`config.mk`:
```
export PLATFORM = sky130hd
export DESIGN_NAME = wsaf_ctrl
export DESIGN_NICKNAME = d
export VERILOG_FILES = /design/src/hw/rtl/wildcard_substring_append_filter_top_macros.svh /design/src/hw/rtl/wsaf_pkg.sv /design/src/hw/rtl/wsaf_ctrl.sv
export SDC_FILE = /design/constraint.sdc
export NUM_CORES = 1
export LEC_CHECK = 0
export BUFFER_PORTS_ARGS = -buffer_cell sky130_fd_sc_hd__buf_2
export CORE_AREA = 2 2 39 41
export CTS_BUF_LIST = sky130_fd_sc_hd__clkbuf_16
export DETAILED_ROUTE_END_ITERATION = 12
export DIE_AREA = 0 0 41 43
export RECOVER_POWER = 50
export SETUP_SLACK_MARGIN = 0.2
export SYNTH_ARGS = -nofsm -noshare
export SYNTH_HDL_FRONTEND = slang
export SYNTH_SLANG_ARGS = --single-unit
```
`constraint.sdc`:
```
create_clock -name clk -period 1.7 [get_ports clk]
set_clock_uncertainty 0.15 [all_clocks]
set_input_delay 0.17 -clock clk [delete_from_list [all_inputs] [get_ports clk]]
set_output_delay 0.17 -clock clk [all_outputs]
set_load 0.03 [all_outputs]
```
`src/hw/rtl/wildcard_substring_append_filter_top_macros.svh`:
```
// ----------------------------------------------------------------------------
// Assertion macros for the wildcard substring append filter
// Shared property forms on clk with asynchronous active-low reset arst_n.
// ----------------------------------------------------------------------------
`ifndef WILDCARD_SUBSTRING_APPEND_FILTER_TOP_MACROS_SVH
`define WILDCARD_SUBSTRING_APPEND_FILTER_TOP_MACROS_SVH

// same-cycle implication
`define WSAF_ASSERT_NOW(label, ante, cons) \
	label: assert property (@(posedge clk) disable iff (!arst_n) (ante) |-> (cons)) \
		else $error("wsaf: same-cycle check failed");

// next-cycle implication
`define WSAF_ASSERT_NEXT(label, ante, cons) \
	label: assert property (@(posedge clk) disable iff (!arst_n) (ante) |=> (cons)) \
		else $error("wsaf: next-cycle check failed");

`endif

```
`src/hw/rtl/wsaf_pkg.sv`:
```
// ----------------------------------------------------------------------------
// wsaf_pkg
// Types and constants shared by the filter controller, datapath and top.
// ----------------------------------------------------------------------------
package wsaf_pkg;

	localparam int TEXT_DEPTH_DEF    = 4096;
	localparam int PATTERN_DEPTH_DEF = 16;

	localparam int CHAR_W   = 8;
	localparam int CFG_IDX_W = 1;

	localparam logic [CHAR_W-1:0] WILDCARD_RST  = 8'd46;
	localparam logic [CHAR_W-1:0] SEPARATOR_RST = 8'd10;

	typedef enum logic [CFG_IDX_W-1:0] {
		CFG_WILDCARD  = 1'b0,
		CFG_SEPARATOR = 1'b1
	} cfg_idx_t;

	typedef enum logic [3:0] {
		ST_IDLE,
		ST_CHK,
		ST_RD,
		ST_CMP,
		ST_DECIDE,
		ST_ARD,
		ST_AWR,
		ST_SEP,
		ST_DONE
	} state_t;

	typedef struct packed {
		logic pat_wr;
		logic srch_init;
		logic k_inc;
		logic next_start;
		logic set_found;
		logic set_room_ovf;
		logic app_init;
		logic wr_pat;
		logic wr_sep;
		logic res_load;
	} cmd_t;

	typedef struct packed {
		logic plen_gt_tlen;
		logic match;
		logic k_last;
		logic start_last;
		logic hit;
		logic pat_ovf;
		logic fits;
		logic out_busy;
	} sts_t;

endpackage

```
`src/hw/rtl/wsaf_ctrl.sv`:
```
// ----------------------------------------------------------------------------
// wsaf_ctrl
// Sequencer for pattern capture, text search, append and result handoff.
// ----------------------------------------------------------------------------
module wsaf_ctrl (
	input  logic          clk,
	input  logic          arst_n,
	input  logic          in_valid,
	input  logic          last,
	output logic          in_ready,
	output wsaf_pkg::cmd_t cmd,
	input  wsaf_pkg::sts_t sts
);
	import wsaf_pkg::*;

	state_t state_q;
	state_t state_d;

	always_ff @(posedge clk or negedge arst_n) begin
		if (!arst_n) begin
			state_q <= ST_IDLE;
		end else begin
			state_q <= state_d;
		end
	end

	always_comb begin
		state_d = state_q;
		case (state_q)
			ST_IDLE: begin
				if (in_valid && last) begin
					state_d = ST_CHK;
				end
			end
			ST_CHK: begin
				state_d = sts.plen_gt_tlen ? ST_DECIDE : ST_RD;
			end
			ST_RD: begin
				state_d = ST_CMP;
			end
			ST_CMP: begin
				if (sts.match && sts.k_last) begin
					state_d = ST_DECIDE;
				end else if (!sts.match && sts.start_last) begin
					state_d = ST_DECIDE;
				end else begin
					state_d = ST_RD;
				end
			end
			ST_DECIDE: begin
				if (!sts.hit && !sts.pat_ovf && sts.fits) begin
					state_d = ST_ARD;
				end else begin
					state_d = ST_DONE;
				end
			end
			ST_ARD: begin
				state_d = ST_AWR;
			end
			ST_AWR: begin
				state_d = sts.k_last ? ST_SEP : ST_ARD;
			end
			ST_SEP: begin
				state_d = ST_DONE;
			end
			ST_DONE: begin
				if (!sts.out_busy) begin
					state_d = ST_IDLE;
				end
			end
			default: begin
				state_d = ST_IDLE;
			end
		endcase
	end

	always_comb begin
		in_ready = 1'b0;
		cmd      = '0;
		case (state_q)
			ST_IDLE: begin
				in_ready      = 1'b1;
				cmd.pat_wr    = in_valid;
				cmd.srch_init = in_valid && last;
			end
			ST_CMP: begin
				cmd.set_found  = sts.match && sts.k_last;
				cmd.k_inc      = sts.match && !sts.k_last;
				cmd.next_start = !sts.match && !sts.start_last;
			end
			ST_DECIDE: begin
				cmd.app_init     = !sts.hit && !sts.pat_ovf && sts.fits;
				cmd.set_room_ovf = !sts.hit && !sts.pat_ovf && !sts.fits;
			end
			ST_AWR: begin
				cmd.wr_pat = 1'b1;
				cmd.k_inc  = 1'b1;
			end
			ST_SEP: begin
				cmd.wr_sep = 1'b1;
			end
			ST_DONE: begin
				cmd.res_load = !sts.out_busy;
			end
			default: begin
				cmd = '0;
			end
		endcase
	end

endmodule

```
## After elaboration in Yosys (flattened, before gate mapping)

Index checks and enable logic that the tools add are counted.

- Eq/ne operators: 10
- Muxes and demuxes: 16
- Reductions and logical operators: 17

Operators by type and width:

| cell | count |
|---|---|
| 4-bit one-hot mux with 9 select lines | 1 |
| 4-bit by 3-bit equality test with 1-bit output (second input constant) | 4 |
| 4-bit two-way mux | 3 |
| 3-bit two-way mux | 3 |
| 4-bit by 2-bit equality test with 1-bit output (second input constant) | 2 |
| 1-bit logical AND | 8 |
| 2-bit two-way mux | 4 |
| 1-bit zero test | 7 |
| 4-bit by 1-bit equality test with 1-bit output (second input constant) | 1 |
| 4-bit equality test (second input constant) | 1 |
| 4-bit zero test | 1 |
| 1-bit two-way mux | 4 |
| 2-bit inequality test (second input constant) | 2 |
| 1-bit one-hot mux with 2 select lines | 1 |
| 2-bit AND reduction | 1 |

- Register bits: 4
- Bits of input ports: 12
- Output and inout bits: 11
- Word-level logic and storage cells: 44

## Depth between registers and ports, before layout

- Depth in word-level cells: 5
- Depth in mapped cells: 4
- Gate-level depth less buffers: 3

## Worst setup path before layout

OpenSTA, ideal clock, no wires.

- Kind: register to output
- Start point: register state_q[1]
- End point: output cmd[4] (netlist name)
- Data arrival time: 1676 ps
- Setup slack: -296 ps
- Stages on the path, launching flop included: 5
- Buffers on the path: 1
- Cell sequence: dfrtp_1 -> buf_6 -> nor2_8 -> nand3b_4 -> nor4_1

RTL lines:

| element | RTL line | text |
|---|---|---|
| start, declared | wsaf_ctrl.sv:16 | `state_t state_q;` |
| start signal, assigned | wsaf_ctrl.sv:23 | `state_q <= state_d;` |
| end, declared | wsaf_ctrl.sv:11 | `output wsaf_pkg::cmd_t cmd,` |

==> reports/metrics.cfg <==
[floorplanning]
initial_core_util_pct = 31.7
die_width_um = 41
core-area_um2 = 1380
boundaryPins = 23
rows = 14
die_y_um = 43
dieArea_um2 = 1760

[drt]
antenna_violating_nets_post_route = 0
routed_wire_length_per_instance_um = 13.6
drc_errors = 0
drt-pass1-iter-count = 4
vias = 522
drt_iter0_drc = 10
routed_via_density = 5.22
total_wire_length_after_detailed_routing_mm = 1.36

[worst_setup_path]
cells_on_worst_reg2reg_path = 4
critPathLaunchType = flip-flop
worst_r2r_startpoint = state_q[0]
timing.rr.end = state_q[1]
cp-end-kind = primary output
critPathKind = flip-flop to primary output
cp.required_ns = 1.38
reg2reg_setup_slack_ns = 0.29
worstPathArrival_ns = 1.41
worstPathMaxFanout = 8

[layout]
mostFrequentLayoutCells = sky130_fd_sc_hd__buf_4, sky130_fd_sc_hd__buf_2, sky130_fd_sc_hd__buf_6, sky130_fd_sc_hd__dfrtp_2, sky130_fd_sc_hd__clkbuf_16
finalInstanceArea_um2 = 845
insertedDiodeCount = 0
largest_register_ff_count = 4
drive_gt1_share_pct = 69.0
num-nets-final = 98
finish.cell_count_without_fillers = 100
max_flop_register = state_q
areaGrowthSynthToFinish_pct = 92.3
top_regs = state_q: 4 flops
layout.cells.most_common = sky130_fd_sc_hd__buf_4

[cts]
clk_path_buf_depth = 2
clock_latency_ns = 0.23
cts-buffers-inserted = 3
path_clk_slew_ns = 0.03
cts_htree_levels = 1
tritoncts_clock_tree = yes
cell_at_the_root_of_the_clock_tree = sky130_fd_sc_hd__clkbuf_16
tritoncts_sinks = 4

[placement]
io_buffers = 22
place_area_um2 = 599
hpwlAfterDp_um = 818
place_inst = 83
gpl.final_weighted_congestion = 0.713

[global_routing]
wire_length_of_the_first_global_routing_pass_mm = 2.06
track_usage_pct = 18.4
globalRouteOverflowTotal = 0
grt_start_max_net_pins = 9
via_count_of_the_first_global_routing_pass = 483
grt_antenna_before_repair = 0

[synthesis]
syn_nets = 57
synth_top_cell_area_share_pct = 22.8
synth_top_flop_cell = sky130_fd_sc_hd__dfrtp_1
post_synth_main_area_contributors = sky130_fd_sc_hd__dfrtp_1, sky130_fd_sc_hd__nor3b_2, sky130_fd_sc_hd__nor4b_4, sky130_fd_sc_hd__nor4_4, sky130_fd_sc_hd__nand3b_4
ys_ff_latch = 4
synth_cell_type_count = 34
synthesis.instances = 45
cell_area_after_technology_mapping_um2 = 439
synth.avg_cell_area_um2 = 9.76
synth-async-reset-ratio_pct = 100
synth-edff-count = 0
seq_area_frac_synth_pct = 22.8
synth.largest_area_cell = sky130_fd_sc_hd__dfrtp_1
yosys_warnings = 0

[status]
failing_checks = setup timing
status = finished, violations left

[power_and_ir_drop]
report.power.total_uw = 1510
power-per-cell-area_nw_per_um2 = 1790
vdd_drop_max_mv = 0.826
power.static_leakage_uw = 0.000420

[run]
drv.max_cap_violation_count = 0

[timing]
final-hold-violation-count = 0
relative_max_transition_margin_pct = 82.6
worst_slack_ns = -0.0259
setup_repair_after_global_routing_missed_its_margin = true
finalCritPeriodShare_pct = 102
period_needed_ns = 1.73
fin_hold_ws_ns = 0.146
timing_worst_slew_pin_value_ns = 0.260
timing.fmax_ghz = 0.579
setup_viol_count_final = 4
finalMaxSlewViolations = 0

[min_path]
min_path_type = input port to asynchronous set/reset pin

-- area by class of cell --
cell class                      count  area (um2)
Sequential cell                     4         105
Multi-Input combinational cell     35         342
Inverter                            2        7.51
Fill cell                         119         539
Clock buffer                        3        75.1
Timing Repair Buffer               40         295
Tap cell                           16        20.0
-- stage by stage --
step                TNS [ns]  setup slack (ns)  utilization [%]
global placement           0            0.0935             43.3
CTS                   -0.126           -0.0601             58.0
finish               -0.0699           -0.0259             61.0
detailed placement         0            0.0782             43.3
floorplan                  0            0.0208                -
global route          -0.401           -0.0798             61.0
-- logic make-up after synthesis --
logic type,Yosys count,share of synthesized area (%)
flip-flops,4,22.8
AO/OA/AOI/OAI,9,13.7
multiplexers,1,2.28
buffers and inverters,6,8.83
AND/OR/NAND/NOR,25,52.4
-- critical path, stage by stage, from the launching register on --
cell and delay, ns:
sky130_fd_sc_hd__dfrtp_2 0.50, sky130_fd_sc_hd__nor4_4 0.33, sky130_fd_sc_hd__and3_4 0.22, sky130_fd_sc_hd__buf_6 0.12
-- worst max-delay path by stage --
stage / start / endpoint / slack (ns)
5_1_grt: state_q[0] / cmd[3] / -0.08
3_5_place_dp: state_q[1] / cmd[3] / 0.08
6_report: state_q[0] / cmd[8] / -0.03
2_1_floorplan: state_q[0] / cmd[9] / 0.02
4_1_cts: state_q[3] / cmd[8] / -0.06
3_3_place_gp: state_q[2] / cmd[7] / 0.09
-- cell usage after synthesis (2+ instances only) --
| library cell | instances |
|---|---|
| sky130_fd_sc_hd__and2_1 | 2 |
| sky130_fd_sc_hd__buf_4 | 2 |
| sky130_fd_sc_hd__dfrtp_1 | 4 |
| sky130_fd_sc_hd__inv_1 | 2 |
| sky130_fd_sc_hd__nand4b_1 | 2 |
| sky130_fd_sc_hd__nor2_1 | 3 |
| sky130_fd_sc_hd__nor3_1 | 2 |
| sky130_fd_sc_hd__nor3b_2 | 2 |
-- where the power goes --
part	switching, uW	internal [uW]	total (uW)
combinational	403	475	878
sequential	112	147	259
clock	71.7	301	373
total	587	923	1510
-- per-layer routing --
layer / track usage, % / part of all wire (%)
met4: 18.0 / 5.7
met2: 26.6 / 53
met3: 4.71 / 5.9
met1: 20.1 / 35
met5: 0 / 0
-- timing repair --
| action | 4_1_cts | 5_1_grt |
|---|---|---|
| pin swaps | 5 | 4 |
| gates resized for setup | 20 | 2 |
| hold buffers | 1 | 0 |
| setup buffers | 9 | 4 |
| endpoints found under the hold margin | 4 | 0 |
| endpoints found under the setup margin | 11 | 11 |
Note: power is estimated with default switching activity, not from simulation.
